[src/rtl/core/bhp_pkg.sv]
// Shared constants, register codes and inter-stage types of the bilinear heat-map pixel block
package bhp_pkg;

	// Field widths
	localparam int COORD_BITS = 12;
	localparam int FRAC_BITS  = 16;
	localparam int CHAN_W     = 8;
	localparam int HUE_W      = 9;
	localparam int SECTOR_W   = 3;
	localparam int RAMP_W     = 6;

	// Interpolation datapath widths
	localparam int DIFF_W = COORD_BITS + 1;
	localparam int AREA_W = 2 * COORD_BITS + 1;
	localparam int DEN_W  = 2 * COORD_BITS;
	localparam int TERM_W = AREA_W + FRAC_BITS;
	localparam int NUM_W  = TERM_W + 2;
	localparam int MAG_W  = NUM_W - 1;
	localparam int REM_W  = DEN_W + FRAC_BITS;

	// Port widths
	localparam int IDX_W = 3;
	localparam int CFG_W = (COORD_BITS > FRAC_BITS) ? COORD_BITS : FRAC_BITS;
	localparam int IN_W  = ((2 * COORD_BITS + 7) / 8) * 8;
	localparam int OUT_W = ((FRAC_BITS + 3 * CHAN_W + 7) / 8) * 8;

	// Colour map constants
	localparam int FRAC_ONE    = 1 << FRAC_BITS;
	localparam int HUE_MAX     = 359;
	localparam int CHAN_MAX    = 255;
	localparam int SECTOR_SPAN = 60;
	// hue / 60 as a multiply by a rounded-up reciprocal, exact for hue <= 359
	localparam int RECIP_SH    = 16;
	localparam int HUE_RECIP   = (1 << RECIP_SH) / SECTOR_SPAN + 1;
	// (f*255 + 30) / 60 reduces to (17*f + 2) / 4
	localparam int RAMP_MUL    = 4 * CHAN_MAX / SECTOR_SPAN;
	localparam int RAMP_BIAS   = 2 * (SECTOR_SPAN / 2) * 4 / (2 * SECTOR_SPAN);

	// Register reset values
	localparam int RST_LEFT_X   = 0;
	localparam int RST_TOP_Y    = 0;
	localparam int RST_RIGHT_X  = 800;
	localparam int RST_BOTTOM_Y = 600;
	localparam int RST_VALUE_TL = 65535;
	localparam int RST_VALUE_TR = 32768;
	localparam int RST_VALUE_BR = 65535;
	localparam int RST_VALUE_BL = 0;

	typedef enum logic [IDX_W-1:0] {
		REG_LEFT_X   = 3'd0,
		REG_TOP_Y    = 3'd1,
		REG_RIGHT_X  = 3'd2,
		REG_BOTTOM_Y = 3'd3,
		REG_VALUE_TL = 3'd4,
		REG_VALUE_TR = 3'd5,
		REG_VALUE_BR = 3'd6,
		REG_VALUE_BL = 3'd7
	} reg_idx_t;

	typedef struct packed {
		logic [COORD_BITS-1:0] left_x;
		logic [COORD_BITS-1:0] top_y;
		logic [COORD_BITS-1:0] right_x;
		logic [COORD_BITS-1:0] bottom_y;
		logic [FRAC_BITS-1:0]  v_tl;
		logic [FRAC_BITS-1:0]  v_tr;
		logic [FRAC_BITS-1:0]  v_br;
		logic [FRAC_BITS-1:0]  v_bl;
	} cfg_t;

	// Rectangle area as seen by the divider
	typedef struct packed {
		logic [DEN_W-1:0] mag;
		logic             neg;
		logic             degen;
	} den_t;

	typedef struct packed {
		logic [FRAC_BITS-1:0] level;
		logic                 degen;
	} level_t;

	typedef struct packed {
		logic [FRAC_BITS-1:0] level;
		logic [CHAN_W-1:0]    red;
		logic [CHAN_W-1:0]    green;
		logic [CHAN_W-1:0]    blue;
		logic                 degen;
	} pixel_t;

endpackage

[src/rtl/core/bhp_divide.sv]
// Pipelined restoring divider: numerator over rectangle area, one quotient bit per stage
module bhp_divide (
	input  logic                              clk,
	input  logic                              arst_n,
	input  bhp_pkg::den_t                     den,
	input  logic                              in_valid,
	output logic                              in_ready,
	input  logic signed [bhp_pkg::NUM_W-1:0]  num,
	output logic                              out_valid,
	input  logic                              out_ready,
	output bhp_pkg::level_t                   res
);
	import bhp_pkg::*;

	// Sign fix-up, overflow check, one stage per quotient bit, result
	localparam int NST = FRAC_BITS + 3;

	typedef struct packed {
		logic [REM_W-1:0]     rem;
		logic [FRAC_BITS-1:0] quo;
		logic                 ovf;
		logic                 nonpos;
	} div_stage_t;

	logic [NST-1:0]          vld_s;
	logic [NST:0]            adv;

	logic [MAG_W-1:0]        mag_s1;
	logic                    nonpos_s1;
	div_stage_t              div_s [0:FRAC_BITS];
	div_stage_t              step  [1:FRAC_BITS];
	level_t                  res_s;

	logic signed [NUM_W-1:0] num_fix;
	logic                    ovf;

	// Advance a stage when it is empty or its content moves on
	assign adv[NST] = out_ready;
	for (genvar i = 0; i < NST; i++) begin : g_adv
		assign adv[i] = !vld_s[i] || adv[i+1];
	end
	assign in_ready = adv[0];

	always_ff @(posedge clk or negedge arst_n) begin
		if (!arst_n) begin
			vld_s <= '0;
		end else begin
			if (adv[0]) vld_s[0] <= in_valid;
			for (int i = 1; i < NST; i++) begin
				if (adv[i]) vld_s[i] <= vld_s[i-1];
			end
		end
	end

	// Flip the numerator when the area is negative
	assign num_fix = den.neg ? -num : num;

	// Quotient would not fit the fraction: saturate
	assign ovf = mag_s1 >= MAG_W'({den.mag, {FRAC_BITS{1'b0}}});

	// Trial subtraction of the shifted divisor, highest bit first
	always_comb begin
		for (int k = 1; k <= FRAC_BITS; k++) begin
			step[k] = div_s[k-1];
			if (div_s[k-1].rem >= (REM_W'(den.mag) << (FRAC_BITS - k))) begin
				step[k].rem = div_s[k-1].rem - (REM_W'(den.mag) << (FRAC_BITS - k));
				step[k].quo[FRAC_BITS-k] = 1'b1;
			end
		end
	end

	always_ff @(posedge clk) begin
		if (adv[0]) begin
			mag_s1    <= num_fix[MAG_W-1:0];
			nonpos_s1 <= num_fix[NUM_W-1] || (num_fix == '0);
		end
		if (adv[1]) begin
			div_s[0].rem    <= mag_s1[REM_W-1:0];
			div_s[0].quo    <= '0;
			div_s[0].ovf    <= ovf;
			div_s[0].nonpos <= nonpos_s1;
		end
		for (int k = 1; k <= FRAC_BITS; k++) begin
			if (adv[k+1]) div_s[k] <= step[k];
		end
		// Clamp to 0 .. 1 and force zero on an empty rectangle
		if (adv[NST-1]) begin
			if (den.degen || div_s[FRAC_BITS].nonpos) begin
				res_s.level <= '0;
			end else if (div_s[FRAC_BITS].ovf) begin
				res_s.level <= '1;
			end else begin
				res_s.level <= div_s[FRAC_BITS].quo;
			end
			res_s.degen <= den.degen;
		end
	end

	assign out_valid = vld_s[NST-1];
	assign res       = res_s;

endmodule

[config.mk]
export PLATFORM = sky130hd
export DESIGN_NAME = bhp_divide
export DESIGN_NICKNAME = d
export VERILOG_FILES = /design/src/rtl/core/bhp_pkg.sv /design/src/rtl/core/bhp_divide.sv
export SDC_FILE = /design/constraint.sdc
export NUM_CORES = 2
export LEC_CHECK = 0
export ABC_AREA = 1
export ABC_CLOCK_PERIOD_IN_PS = 6200
export BUFFER_PORTS_ARGS = -buffer_cell sky130_fd_sc_hd__buf_2
export CAP_MARGIN = 20
export CORE_ASPECT_RATIO = 1.5
export CORE_MARGIN = 2
export CORE_UTILIZATION = 43
export CTS_BUF_LIST = sky130_fd_sc_hd__clkbuf_4 sky130_fd_sc_hd__clkbuf_8
export DETAILED_ROUTE_END_ITERATION = 7
export GPL_TIMING_DRIVEN = 0
export HOLD_SLACK_MARGIN = 0.03
export MAX_ROUTING_LAYER = met4
export PLACE_DENSITY_LB_ADDON = 0.1
export RECOVER_POWER = 50
export SLEW_MARGIN = 20
export SYNTH_ARGS = -nofsm -noshare
export SYNTH_HDL_FRONTEND = slang
export SYNTH_SLANG_ARGS = --single-unit
[constraint.sdc]
create_clock -name clk -period 6.2 [get_ports clk]
set_input_delay 0.31 -clock clk [delete_from_list [all_inputs] [get_ports clk]]
set_output_delay 0.31 -clock clk [all_outputs]
set_load 0.03 [all_outputs]
Word-level counts from Yosys, hierarchy flattened --
Memory sizes are Yosys's and may differ from the RTL's. Cells that the tools add are included.
Storage, ports and cells: output and inout bits 19, bits in writable memories 986, logic and storage cells 166, memories kept 1, flip-flop bits (word level) 79, ROM bits 0, bits in latches 0
Memory list:
- div_s | words 17, width 58, rd ports 17, clocked after memory_dff 0, write ports 17, RTL line bhp_divide.sv:30 | div_stage_t div_s [0:FRAC_BITS];
Cells by class: divide/modulo/power cells 0, equality and inequality tests 0, reductions and logical operators 41, add/sub/neg operators 17, $lt $le $gt $ge 17, shift operators 0, multiplexer cells 67, bitwise logic cells 0, multiply operators 0
Operator list (number):
- $mux 40 | 15
- $mux 1 | 49
- $logic_not 43->1 | 1
- $mux 43 | 1
- $neg 43->43 | 1
- $ge 42x40->1 | 1
- $mux 41 | 1
- $ge 40x24->1 | 1
- $ge 40x25->1 | 1
- $ge 40x26->1 | 1
- $ge 40x27->1 | 1
- $ge 40x28->1 | 1
- $ge 40x29->1 | 1
- $ge 40x30->1 | 1
- $ge 40x31->1 | 1
- $ge 40x32->1 | 1
- $ge 40x33->1 | 1
- $ge 40x34->1 | 1
- $ge 40x35->1 | 1
- $ge 40x36->1 | 1
- $ge 40x37->1 | 1
- $ge 40x38->1 | 1
- $ge 40x39->1 | 1
- $sub 40x24->40 | 1
- other kinds (18) | 56

Logic depth before layout (Yosys ltp) --
depth in word-level cells 21, gate-level depth with buffers 19, gate-level depth less buffers 19

Worst setup path after synthesis --
Ideal clock, no wire load.
path type reg-to-reg, from register vld_s[18], to memory div_s[0][0] (netlist bit), enable pin, period minus slack after synthesis 5.581 ns, path slack 0.619 ns, arrival 5.081 ns, required time 5.700 ns, stages on the path, launching flop included 10, setup time 0.500 ns, cells stage by stage dfrtp_1 -> nand4_4 -> nor2_4 -> nand4_4 -> nor2_4 -> nand4_4 -> nor2_4 -> nand4_4 -> nor2_4 -> nand3_2
RTL lines:
- from (decl) | RTL line bhp_divide.sv:25 | logic [NST-1:0] vld_s;
- from (signal, indexed assignment) | RTL line bhp_divide.sv:50 | if (adv[i]) vld_s[i] <= vld_s[i-1];
- to (decl) | RTL line bhp_divide.sv:30

==> results.md <==
- Crit path time final: 5.815 ns
- Cell Int Power: 18.94 mW
- Leak: 27.04 nW
- TritonCTS buffer count: 147
- Area leader, netlist: edfxtp_1
- Dpl cell area: 63,320 µm²
- FP Rows: 167
- Seq/Total Area, Yosys: 44.49%
- Reg2reg path depth: 9
- Layout Nets: 7,815
- Worst-path clk slew: 0.06 ns
- Core Footprint: 138,100 µm²
- Startpoint of the worst hold path: den[1]
- FF-to-FF Start: vld_s[18]
- Power, Total: 34.11 mW
- H-tree Lvls: 4
- Worst Max-Slew Pin Slew: 2.964 ns
- Starting density of the core: 43.29%
- Synthesis Warnings: 0
- Chip width: 308.5 µm
- Most common cell after layout, fill and taps aside: nand2_1
- Max-slew headroom: -97.59%
- Outcome: complete, but fails checks
- Peak Freq: 172.0 MHz
- Layout area overhead: 11.91%
- Top cells by area, synth: edfxtp_1 44%, nand2_1 10%, ha_1 8.6%, nor2_1 5.1%, inv_1 4.5%
- Clock power frac: 16.7%
- Synth Cell Area: 59,790 µm²
- Most frequent cells in the layout: 1,592 x nand2_1, 870 x edfxtp_1, 813 x nor2_1
- Unrepaired setup endpoints after global routing: false
- Final hold viol count: 0
- CP Launch Type: primary input
- Async set-or-reset flop fraction in the synthesized netlist: 2.137%
- Layout Utilization: 48.44%
- Syn Inst Count: 6,969
- Setup CP Type: in -> reg
- Sw frac: 44.45%
- P_sw: 15.16 mW
- Max Fanout on Critical Path: 17
- Flop pwr share: 34.6%
- Die area: 142,100 µm²
- Slowest cell on crit path: clkbuf_1
- First-pass GRT wire length: 299,200 µm
- CP most frequent cell: nand2_1
- Final worst-path cycle share: 93.80%
- Buffers plus inverters on the worst setup path: 3
- Final Cell Area: 66,910 µm²
- R2R setup slack: 1.37 ns
- Worst skew pair latency: 0.92 ns
- Pin count of the biggest net entering global routing: 53
- Combinational share of power: 48.8%
- Worst-case clock buffer depth: 3
- Final setup viols: 0
- DP HPWL: 160,800 µm
- Critical path endpoint category: flop
- Worst Hold Class: in -> reg
- Crit path max-delay family: buffers and inverters
- Initial antenna violation count: 7
- GR Overflow Total: 0
- Number of synthesized flops with an enable pin: 870
- Synth Net Count: 7,466
- WHS Endpoint: mag_s1[3]
- Vias: 50,400
- I/O Pins: 92
- Synth Flop Type: edfxtp_1
- Vias in the first global route: 50,750
- Max_cap viols: 10
- GRT Total Usage: 28.99%
- CP required: 6.84 ns
- FF-to-FF End: mag_s1[36]
- RD Place Congestion: 0.9737
- DIE HEIGHT: 460.7 µm
- Cts repair resizes: 0
- Setup Skew: 0.05333 ns
- Final WL: 199,500 µm
- Synth cell types: 76
- Peak VDD IR: 0.0002828 V
- Port Buf Inserts: 91
- CP peak stage delay: 1.60 ns
- Antenna Nets Post-Route: 0
- Clock root cell: clkbuf_8
- Final Max Slew Viols: 374
- CP Cell Sequence: clkbuf_1 > inv_1 > ha_1 > nand2_1 > nor4_1 > nand3_1 > nand3_1 > nor2_1 > nand2_1 > clkbuf_1 > nand2_1 > xnor2_1
- Clock Sink Count: 889
- Top-area cell type share of the netlist area: 43.70%
- Via density: 5.420
- Syn Area/Cell: 8.579 µm²
- Flop and latch count out of synthesis: 889
- Initial DRC count: 3,126
- CP arrival: 6.45 ns
- DR DRC count: 0
- Failing checks: capacitance limit, slew limit
- Cell Pwr Density: 509.7 nW/µm²
- Worst Hold Depth: 4
- Share of post-route cells with drive strength above 1: 8.916%
- Routed WL per cell: 21.46 µm
- DR pass1 iterations: 5
- CTS tree: done
-- state kept, by name, summed over array words and instances (netlist names) --
name,count
div_s,810
mag_s1,42
vld_s,19
res,17
nonpos_s1,1
-- Yosys cell counts, types with 6 or more instances --
library cell and instances:
a211oi_1 22, a21boi_0 22, a21boi_1 6, a21o_1 62, a21oi_1 508, a21oi_2 43, a221oi_1 9, a31oi_1 37
and2_1 8, and3_1 6, buf_2 40, buf_4 11, buf_6 20, clkbuf_1 10, dfrtp_1 19, edfxtp_1 870
fa_1 15, ha_1 409, inv_1 711, inv_2 15, nand2_1 1588, nand2_2 13, nand2_4 6, nand3_1 271
nand3_2 11, nand3b_1 33, nand4_1 87, nand4_4 7, nor2_1 809, nor2_2 10, nor2_4 9, nor3_1 81
nor4_1 71, o211ai_1 20, o21a_1 22, o21ai_0 428, o21ai_1 82, o21ai_2 71, o21bai_1 26, or2_1 7
or2_2 66, xnor2_1 184, xor2_1 172
-- cells by family after synthesis --
group,synth area share (%)
AND/OR/NAND/NOR,22.12
adder cells (fa/ha/maj),9.061
XOR/XNOR,5.242
AO/OA/AOI/OAI,13.57
flip-flops,44.49
buffers and inverters,5.516
-- cell type report --
type                            count  area, µm²
Timing Repair Buffer              196       1688
Fill cell                       13570      71210
Buffer                             83      515.5
Clock inverter                     85      903.4
Tap cell                         1859       2326
Clock buffer                      182       2305
Sequential cell                   889      26600
Antenna cell                        3      7.507
Multi-Input combinational cell   5272      29820
Inverter                          729       2741
-- repair_timing --
action                                 CTS  global route
setup endpoints to repair                1             0
endpoints found under the hold margin   82             0
setup buffers                            1             0
hold buffers                            72             0
-- worst max path at each step --
stage,from,end,slack (ns),cells after the start
after floorplan,vld_s[18],div_s[0][0],0.62,9
after global placement,out_ready,in_ready,-1.29,12
after detailed placement,out_ready,in_ready,-0.1,12
after CTS,vld_s[16],in_ready,0.26,10
after global routing,vld_s[18],in_ready,0.05,10
final,den[3],div_s[0][920],0.38,12
-- metrics by stage --
step	instances	TNS, ns	setup slack, ns	hold WS, ns
finish	9298	0	0.3846	0.1330
global placement	8919	-259.62	-1.287	0.4002
floorplan	6969	0	0.6186	0.01441
CTS	9294	0	0.2554	0.03191
detailed placement	8950	-0.09813	-0.09813	0.4045
global route	9298	0	0.05478	0.1055
-- power groups by stage --
| stage | registers (mW) | logic (mW) | clock network (mW) |
|---|---|---|---|
| after global routing | 12.0 | 18.5 | 6.07 |
| after CTS | 11.8 | 16.7 | 5.84 |
| final | 11.8 | 16.6 | 5.68 |
| after floorplan | 10.9 | 12.0 | 0 |
| after global placement | 11.9 | 16.3 | 0 |
| after detailed placement | 11.8 | 16.5 | 0 |
-- tightest hold or removal path, cell delays in order --
cell,delay (ns)
clkbuf_1,0.14
buf_2,0.22
nand2_1,0.10
xor2_1,0.07
-- per-layer routing --
layer	vias to the layer above	global-route usage, %	wire length [µm]
met4	0	17.22	13120
met5	-	-	0
met3	534	3.196	7339
met1	23720	30.32	75420
met2	1338	52.30	103600
li1	24800	-	-
Note: power is estimated with default switching activity, not from simulation.
