## src/rtl/core/bhp_pkg.sv

```systemverilog
// Shared constants, register codes and inter-stage types of the bilinear heat-map pixel block
package bhp_pkg;

	// Field widths
	localparam int COORD_BITS = 12;
	localparam int FRAC_BITS  = 16;
	localparam int CHAN_W     = 8;
	localparam int HUE_W      = 9;
	localparam int SECTOR_W   = 3;
	localparam int RAMP_W     = 6;

	// Interpolation datapath widths
	localparam int DIFF_W = COORD_BITS + 1;
	localparam int AREA_W = 2 * COORD_BITS + 1;
	localparam int DEN_W  = 2 * COORD_BITS;
	localparam int TERM_W = AREA_W + FRAC_BITS;
	localparam int NUM_W  = TERM_W + 2;
	localparam int MAG_W  = NUM_W - 1;
	localparam int REM_W  = DEN_W + FRAC_BITS;

	// Port widths
	localparam int IDX_W = 3;
	localparam int CFG_W = (COORD_BITS > FRAC_BITS) ? COORD_BITS : FRAC_BITS;
	localparam int IN_W  = ((2 * COORD_BITS + 7) / 8) * 8;
	localparam int OUT_W = ((FRAC_BITS + 3 * CHAN_W + 7) / 8) * 8;

	// Colour map constants
	localparam int FRAC_ONE    = 1 << FRAC_BITS;
	localparam int HUE_MAX     = 359;
	localparam int CHAN_MAX    = 255;
	localparam int SECTOR_SPAN = 60;
	// hue / 60 as a multiply by a rounded-up reciprocal, exact for hue <= 359
	localparam int RECIP_SH    = 16;
	localparam int HUE_RECIP   = (1 << RECIP_SH) / SECTOR_SPAN + 1;
	// (f*255 + 30) / 60 reduces to (17*f + 2) / 4
	localparam int RAMP_MUL    = 4 * CHAN_MAX / SECTOR_SPAN;
	localparam int RAMP_BIAS   = 2 * (SECTOR_SPAN / 2) * 4 / (2 * SECTOR_SPAN);

	// Register reset values
	localparam int RST_LEFT_X   = 0;
	localparam int RST_TOP_Y    = 0;
	localparam int RST_RIGHT_X  = 800;
	localparam int RST_BOTTOM_Y = 600;
	localparam int RST_VALUE_TL = 65535;
	localparam int RST_VALUE_TR = 32768;
	localparam int RST_VALUE_BR = 65535;
	localparam int RST_VALUE_BL = 0;

	typedef enum logic [IDX_W-1:0] {
		REG_LEFT_X   = 3'd0,
		REG_TOP_Y    = 3'd1,
		REG_RIGHT_X  = 3'd2,
		REG_BOTTOM_Y = 3'd3,
		REG_VALUE_TL = 3'd4,
		REG_VALUE_TR = 3'd5,
		REG_VALUE_BR = 3'd6,
		REG_VALUE_BL = 3'd7
	} reg_idx_t;

	typedef struct packed {
		logic [COORD_BITS-1:0] left_x;
		logic [COORD_BITS-1:0] top_y;
		logic [COORD_BITS-1:0] right_x;
		logic [COORD_BITS-1:0] bottom_y;
		logic [FRAC_BITS-1:0]  v_tl;
		logic [FRAC_BITS-1:0]  v_tr;
		logic [FRAC_BITS-1:0]  v_br;
		logic [FRAC_BITS-1:0]  v_bl;
	} cfg_t;

	// Rectangle area as seen by the divider
	typedef struct packed {
		logic [DEN_W-1:0] mag;
		logic             neg;
		logic             degen;
	} den_t;

	typedef struct packed {
		logic [FRAC_BITS-1:0] level;
		logic                 degen;
	} level_t;

	typedef struct packed {
		logic [FRAC_BITS-1:0] level;
		logic [CHAN_W-1:0]    red;
		logic [CHAN_W-1:0]    green;
		logic [CHAN_W-1:0]    blue;
		logic                 degen;
	} pixel_t;

endpackage

```

## src/rtl/core/bhp_colour.sv

```systemverilog
// Level to hue, hue to six-sector RGB colour map pipeline
module bhp_colour (
	input  logic            clk,
	input  logic            arst_n,
	input  logic            in_valid,
	output logic            in_ready,
	input  bhp_pkg::level_t lvl,
	output logic            out_valid,
	input  logic            out_ready,
	output bhp_pkg::pixel_t pix
);
	import bhp_pkg::*;

	typedef enum logic [SECTOR_W-1:0] {
		SEC_RED_GREEN_UP    = 3'd0,
		SEC_GREEN_RED_DOWN  = 3'd1,
		SEC_GREEN_BLUE_UP   = 3'd2,
		SEC_BLUE_GREEN_DOWN = 3'd3,
		SEC_BLUE_RED_UP     = 3'd4,
		SEC_RED_BLUE_DOWN   = 3'd5
	} sector_t;

	logic vld_s1, vld_s2, vld_s3, vld_s4;
	logic adv_s1, adv_s2, adv_s3, adv_s4;

	logic [HUE_W-1:0]          hue_s1, hue_s2;
	logic [SECTOR_W-1:0]       sector_s2;
	sector_t                   sector_s3;
	logic [CHAN_W-1:0]         up_s3, down_s3;
	level_t                    lvl_s1, lvl_s2, lvl_s3;
	pixel_t                    pix_s4;

	logic [FRAC_BITS:0]        span;
	logic [FRAC_BITS+HUE_W:0]  hue_prod;
	logic [HUE_W+RECIP_SH-1:0] sec_prod;
	logic [HUE_W-1:0]          sec_base;
	logic [HUE_W-1:0]          frac_full;
	logic [RAMP_W-1:0]         frac;
	logic [CHAN_W+1:0]         ramp_x4;

	// Advance a stage when it is empty or its content moves on
	assign adv_s4   = !vld_s4 || out_ready;
	assign adv_s3   = !vld_s3 || adv_s4;
	assign adv_s2   = !vld_s2 || adv_s3;
	assign adv_s1   = !vld_s1 || adv_s2;
	assign in_ready = adv_s1;

	always_ff @(posedge clk or negedge arst_n) begin
		if (!arst_n) begin
			vld_s1 <= 1'b0;
			vld_s2 <= 1'b0;
			vld_s3 <= 1'b0;
			vld_s4 <= 1'b0;
		end else begin
			if (adv_s1) vld_s1 <= in_valid;
			if (adv_s2) vld_s2 <= vld_s1;
			if (adv_s3) vld_s3 <= vld_s2;
			if (adv_s4) vld_s4 <= vld_s3;
		end
	end

	// hue = (1 - level) * 359, truncated
	assign span     = (FRAC_BITS+1)'(FRAC_ONE) - {1'b0, lvl.level};
	assign hue_prod = (FRAC_BITS+HUE_W+1)'(span) * (FRAC_BITS+HUE_W+1)'(HUE_MAX);

	// Sector by reciprocal multiply
	assign sec_prod = (HUE_W+RECIP_SH)'(hue_s1) * (HUE_W+RECIP_SH)'(HUE_RECIP);

	// Position within the sector and rounded ramp value
	assign sec_base  = HUE_W'(sector_s2) * HUE_W'(SECTOR_SPAN);
	assign frac_full = hue_s2 - sec_base;
	assign frac      = frac_full[RAMP_W-1:0];
	assign ramp_x4   = (CHAN_W+2)'(frac) * (CHAN_W+2)'(RAMP_MUL) + (CHAN_W+2)'(RAMP_BIAS);

	always_ff @(posedge clk) begin
		if (adv_s1) begin
			hue_s1 <= hue_prod[FRAC_BITS+HUE_W-1:FRAC_BITS];
			lvl_s1 <= lvl;
		end
		if (adv_s2) begin
			hue_s2    <= hue_s1;
			sector_s2 <= sec_prod[RECIP_SH+SECTOR_W-1:RECIP_SH];
			lvl_s2    <= lvl_s1;
		end
		if (adv_s3) begin
			sector_s3 <= sector_t'(sector_s2);
			up_s3     <= ramp_x4[CHAN_W+1:2];
			down_s3   <= CHAN_W'(CHAN_MAX) - ramp_x4[CHAN_W+1:2];
			lvl_s3    <= lvl_s2;
		end
		// Select the channel pattern of the sector
		if (adv_s4) begin
			pix_s4.level <= lvl_s3.level;
			pix_s4.degen <= lvl_s3.degen;
			case (sector_s3)
				SEC_RED_GREEN_UP: begin
					pix_s4.red   <= CHAN_W'(CHAN_MAX);
					pix_s4.green <= up_s3;
					pix_s4.blue  <= '0;
				end
				SEC_GREEN_RED_DOWN: begin
					pix_s4.red   <= down_s3;
					pix_s4.green <= CHAN_W'(CHAN_MAX);
					pix_s4.blue  <= '0;
				end
				SEC_GREEN_BLUE_UP: begin
					pix_s4.red   <= '0;
					pix_s4.green <= CHAN_W'(CHAN_MAX);
					pix_s4.blue  <= up_s3;
				end
				SEC_BLUE_GREEN_DOWN: begin
					pix_s4.red   <= '0;
					pix_s4.green <= down_s3;
					pix_s4.blue  <= CHAN_W'(CHAN_MAX);
				end
				SEC_BLUE_RED_UP: begin
					pix_s4.red   <= up_s3;
					pix_s4.green <= '0;
					pix_s4.blue  <= CHAN_W'(CHAN_MAX);
				end
				default: begin
					pix_s4.red   <= CHAN_W'(CHAN_MAX);
					pix_s4.green <= '0;
					pix_s4.blue  <= down_s3;
				end
			endcase
		end
	end

	assign out_valid = vld_s4;
	assign pix       = pix_s4;

`ifndef SYNTHESIS
	a_hue_range: assert property (@(posedge clk) disable iff (!arst_n)
		vld_s1 |-> hue_s1 <= HUE_W'(HUE_MAX))
		else $error("hue beyond its range");

	a_sector_high: assert property (@(posedge clk) disable iff (!arst_n)
		vld_s2 |-> sector_s2 <= SECTOR_W'(HUE_MAX / SECTOR_SPAN))
		else $error("sector beyond the last one");

	a_sector_low: assert property (@(posedge clk) disable iff (!arst_n)
		vld_s2 |-> frac_full < HUE_W'(SECTOR_SPAN))
		else $error("sector too low for its hue");
`endif

endmodule

```

## config.mk

```make
export PLATFORM = sky130hd
export DESIGN_NAME = bhp_colour
export DESIGN_NICKNAME = d
export VERILOG_FILES = /design/src/rtl/core/bhp_pkg.sv /design/src/rtl/core/bhp_colour.sv
export SDC_FILE = /design/constraint.sdc
export NUM_CORES = 1
export LEC_CHECK = 0
export ABC_AREA = 0
export BUFFER_PORTS_ARGS = -buffer_cell sky130_fd_sc_hd__buf_4
export CAP_MARGIN = 40
export CORE_MARGIN = 2
export CORE_UTILIZATION = 40
export CTS_CLUSTER_SIZE = 16
export DETAILED_ROUTE_END_ITERATION = 6
export GPL_TIMING_DRIVEN = 1
export PLACE_DENSITY = 0.71
export SYNTH_ARGS = -nofsm -noshare
export SYNTH_HDL_FRONTEND = slang
export SYNTH_SLANG_ARGS = --single-unit
```

## constraint.sdc

```tcl
create_clock -name clk -period 3.7 [get_ports clk]
set_clock_uncertainty 0.1 [all_clocks]
set_input_delay 0.925 -clock clk [delete_from_list [all_inputs] [get_ports clk]]
set_output_delay 0.925 -clock clk [all_outputs]
set_load 0.03 [all_outputs]
```

# Yosys cells after proc, flatten, opt, wreduce, memory -nomap -nowiden
# Cells that the tools add are included.
# word_totals
ff_bits	133
latch_bits	0
mem_bits_rw	0
romBits	0
in_bits	21
output_inout_bits	43
word_cells	43
mem_count	0
# op_classes
add_sub_neg	4
mul	4
div	0
n_lt_le_gt_ge	0
eq_ne	4
n_shift	0
n_mux	1
bitwise_logic	0
n_reduce_logical	9
# ops
op	n
24-bit case mux with 5 select lines	1
17-bit by 9-bit multiplier with 25-bit output, second input constant	1
9-bit by 11-bit multiplier with 19-bit output, second input constant	1
17-bit by 16-bit subtractor with 17-bit output, first input constant	1
10-bit by 2-bit adder with 10-bit output, second input constant	1
6-bit by 5-bit multiplier with 10-bit output, second input constant	1
8-bit subtractor, first input constant	1
3-bit by 2-bit == test with 1-bit output, second input constant	2
6-bit subtractor	1
1-bit zero test	4
1-bit logical OR	4
3-bit by 4-bit multiplier with 4-bit output, second input constant	1
3-bit by 1-bit == test with 1-bit output, second input constant	1
3-bit == test, second input constant	1
3-bit zero test	1

# Depth between registers and ports, before layout
# depth
ltp_word	5
depth_mapped	22
ltp_nobuf	21

# Worst setup path after synthesis
# Ideal clock, no wire load.
# synth_timing
path_type	in2reg
start	input port lvl[3] in the netlist's numbering
end	register hue_s1[8] (data pin)
setup_ns	0.265
arrival_ns	5.657
required_ns	3.335
path_slack_ns	-2.322
cell_stages	22
n_path_buf	2
path_cell_list	buf_6 -> nor4_2 -> and3_1 -> clkbuf_1 -> nand2_1 -> xor2_1 -> xor2_1 -> ha_1 -> a21o_1 -> ha_1 -> fa_1 -> inv_1 -> fa_1 -> inv_1 -> ha_1 -> nand4_1 -> nor4_1 -> nor3b_2 -> o311ai_4 -> a21oi_2 -> or2_1 -> a31oi_2
# synth_via
elab_chain_len	2
# synth_rtl
element	line	source
start: declaration	bhp_colour.sv:7	input bhp_pkg::level_t lvl,
17-bit by 16-bit subtractor with 17-bit output	bhp_colour.sv:63	assign span = (FRAC_BITS+1)'(FRAC_ONE) - {1'b0, lvl.level};
17-bit by 9-bit multiplier with 25-bit output	bhp_colour.sv:64	assign hue_prod = (FRAC_BITS+HUE_W+1)'(span) * (FRAC_BITS+HUE_W+1)'(HUE_MAX);
via hue_prod[24]	bhp_colour.sv:34	logic [FRAC_BITS+HUE_W:0] hue_prod;
end signal: assignment	bhp_colour.sv:77	hue_s1 <= hue_prod[FRAC_BITS+HUE_W-1:FRAC_BITS];
end: declaration	bhp_colour.sv:26	logic [HUE_W-1:0] hue_s1, hue_s2;
# The timed path passes the listed nets, and every way through them passes these cells.
# A chain may end at the register's enable or synchronous reset.

# Worst setup path in the final report
# layout_timing
start	input port lvl[5] in the netlist's numbering
end	register hue_s1[8] (data pin)
# Same word-level chain as after synthesis.

==> flow_summary_export.csv <==
group,metric,value,unit
floorplanning,start_util,40.7,%
sta,setup_viol,9,
global_routing,grt_pass1_vias,5810,
route,drcViolationCount,0,
clock_network,cts_buffers,17,
sta,post-route-period-util,150,%
sta,slew_headroom,48.9,%
floorplanning,num_rows,54,
run,cap_violations,0,
critical_path,critPathLaunchType,"input port",
clock_network,cts_buffer_depth,2,
finish,fin_area,11600,um^2
logic_synthesis,syn_area_per_cell,12.3,um^2
sta,setup_tns,-16.09,ns
power_and_ir_drop,p_leak,0.00535,uW
route,wirelength,16400,um
logic_synthesis,synth-seq-area-share,44.7,%
clock_network,cts_num_sinks,133,
logic_synthesis,synthCells,721,
power_and_ir_drop,powerDensity,986,nW/um^2
sta,drv_slew,0,
critical_path,slowest_delay,0.50,ns
clock_network,h-tree-depth,4,
critical_path,cp-end-kind,"register",
sta,hold_violations,0,
route,vias,5696,
floorplanning,die_y,153,um
global_routing,gr-usage-all-layers,14.3,%
finish,final_nets,1096,
run_status,violations,"setup timing",
floorplanning,die_area,23400,um^2
finish,layout_common_cells,"169 x buf_4, 129 x edfxtp_1, 127 x inv_1",
critical_path,slowest_stage,"fa_1",
sta,timing.final.ws_setup,-1.86,ns
finish,nFillCells,1821,
critical_path,crit_chain,"buf_6 > nor4_4 > buf_4 > nand2_2 > or3_4 > xor2_2 > ha_1 > ha_4 > a21o_1 > fa_1 > inv_1 > fa_1 > inv_2 > ha_4 > nand4_1 > nor2_1 > a22o_1 > o311ai_4 > a21oi_2 > or2_1 > a31oi_2",
route,drt_iter0_drc,253,
critical_path,cp.arrival,5.72,ns
finish,drive_above_1_share,29.8,%
route,dr.pass1.iters,4,
finish,area_growth,30.8,%
critical_path,critPathKind,"input port to register",
global_routing,grt-ovfl-total,0,
sta,worst_pin_slew,0.767,ns
critical_path,cp_max_fo,3,
placement,place_area,10700,um^2
placement,hpwl,13000,um
clock_network,cts_tree,"yes",
logic_synthesis,synth.cell_area,8890,um^2
critical_path,crit_buf_inv,4,
global_routing,antenna_found_initial,0,
placement,io_buffers,63,
finish,layout.cells.most_common,"buf_4",
power_and_ir_drop,fin_total_pwr,11500,uW
finish,diodes,0,
route,viasPerCell,4.76,
power_and_ir_drop,peakVddDrop,0.830,mV
clock_network,clock_latency,0.41,ns
global_routing,grt_max_degree,28,
route,wire_per_inst,13.7,um
critical_path,worstPathRequired,3.86,ns
logic_synthesis,ys_types,56,
global_routing,grt_first_pass_wirelength,27200,um
sta,fmax,180,MHz
sta,min_period,5.56,ns
hold_path,hold_path.class,"input port to async pin",
run_status,run_status,"complete, but fails checks",
clock_network,cts_root_buf,"clkbuf_16",
floorplanning,chipWidth,153,um
logic_synthesis,ys_warn_count,0,
clock_network,cts.clk_slew.worst_paths,0.06,ns
sta,rsz0062_at_grt,"yes",
logic_synthesis,ys_ff_latch,133,
floorplanning,io_pins,64,
floorplanning,fp.coreArea,21800,um^2
critical_path,critPathTopFamily,"adder cells",
route,ant_nets,0,
logic_synthesis,syn_nets,914,
placement,gp_congestion,0.923,
metrics by stage:
stage	hold WS [ns]	util [%]	cells	setup WS, ns
final	0.201	53.3	1196	-1.86
after global routing	0.182	53.3	1196	-2.07
after CTS	0.190	52.1	1190	-1.83
after detailed placement	0.305	48.9	1156	-2.31
after global placement	0.300	48.9	1156	-2.19
after floorplan	0.300	-	721	-1.94
flip-flops by register name, summed over array words and instances, names as in the netlist, 3 cells and up:
name,cells
lvl_s1,17
up_s3,8
hue_s2,6
down_s3,8
lvl_s3,17
sector_s2,3
lvl_s2,17
pix,41
sector_s3,3
hue_s1,9
layout make-up:
type,count,area [um^2],area share [%]
clock buffers,17,425,3.66
clock inverters,15,166,1.43
inverters,132,495,4.26
multi-input cells,446,4880,42.0
flip-flops and latches,133,3970,34.2
well taps,280,350,3.01
repair buffers,173,1330,11.5
power by group:
part / internal, uW / total [uW] / switching, uW
logic: 3400 / 6940 / 3540
registers: 2570 / 2880 / 306
clock network: 1010 / 1640 / 638
total: 6980 / 11500 / 4490
final timing paths:
kind / from / endpoint / slack [ns] / depth (start not counted)
setup / recovery: lvl[5] / hue_s1[8] / -1.86 / 21
setup reg to reg: sector_s2[0] / up_s3[7] / 0.21 / 17
hold / removal: arst_n / out_valid / 0.20 / 1
hold reg to reg: lvl_s3[15] / pix[39] / 0.31 / 0
max in group asynchronous: arst_n / vld_s1 / 3.19 / 1
min in group clk: lvl_s3[15] / pix[39] / 0.31 / 0
Yosys cell counts (all sizes together):
cell type	n	area (um^2)
xnor3	1	23.8
or2	2	12.5
a211oi	8	60.1
or4	1	7.51
edfxtp	129	3870
and3	3	18.8
or3	2	17.5
nor3b	2	20.0
buf	1	11.3
nand2b	6	37.5
a21oi	11	58.8
o311ai	1	26.3
o31a	1	8.76
nor3	14	75.1
nand3	7	35.0
o21ai	21	105
a21boi	1	7.51
mux2i	2	20.0
a32oi	1	8.76
o21a	1	7.51
nor4	5	58.8
inv	132	495
and2	2	12.5
a211o	1	8.76
clkbuf	9	33.8
nand4	3	18.8
or3b	1	11.3
fa	38	761
nand2	12	45.0
xnor2	34	324
a31oi	5	37.5
o22a	8	70.1
o22ai	1	6.26
a21o	28	210
ha	134	1680
o211ai	1	7.51
nand3b	1	7.51
nand4b	1	8.76
a22o	1	8.76
xor2	38	333
a221oi	1	8.76
nor2	34	128
maj3	1	10.0
dfrtp	4	100
nor2b	11	68.8
layer usage:
layer,GRT usage [%],wire length [um],vias up
met4,4.10,224,0
met2,24.3,8080,121
li1,-,-,2858
met1,18.6,7360,2698
met3,3.12,715,19
met5,0,0,-
cells by family after synthesis:
logic type | share of synthesized area [%]
flops | 44.7
xor+xnor | 7.66
fa+ha+maj | 27.5
compound gates | 7.21
buf+inv | 6.08
simple gates | 6.56
mux | 0.225
repair_timing:
action / CTS / global route
pin swaps: 12 / 17
hold endpoints to repair: 0 / 0
endpoints found under the setup margin: 10 / 17
hold buffers: 0 / 0
setup buffers: 2 / 6
gates resized for setup: 12 / 27
Power figures use the tool's default switching activity.
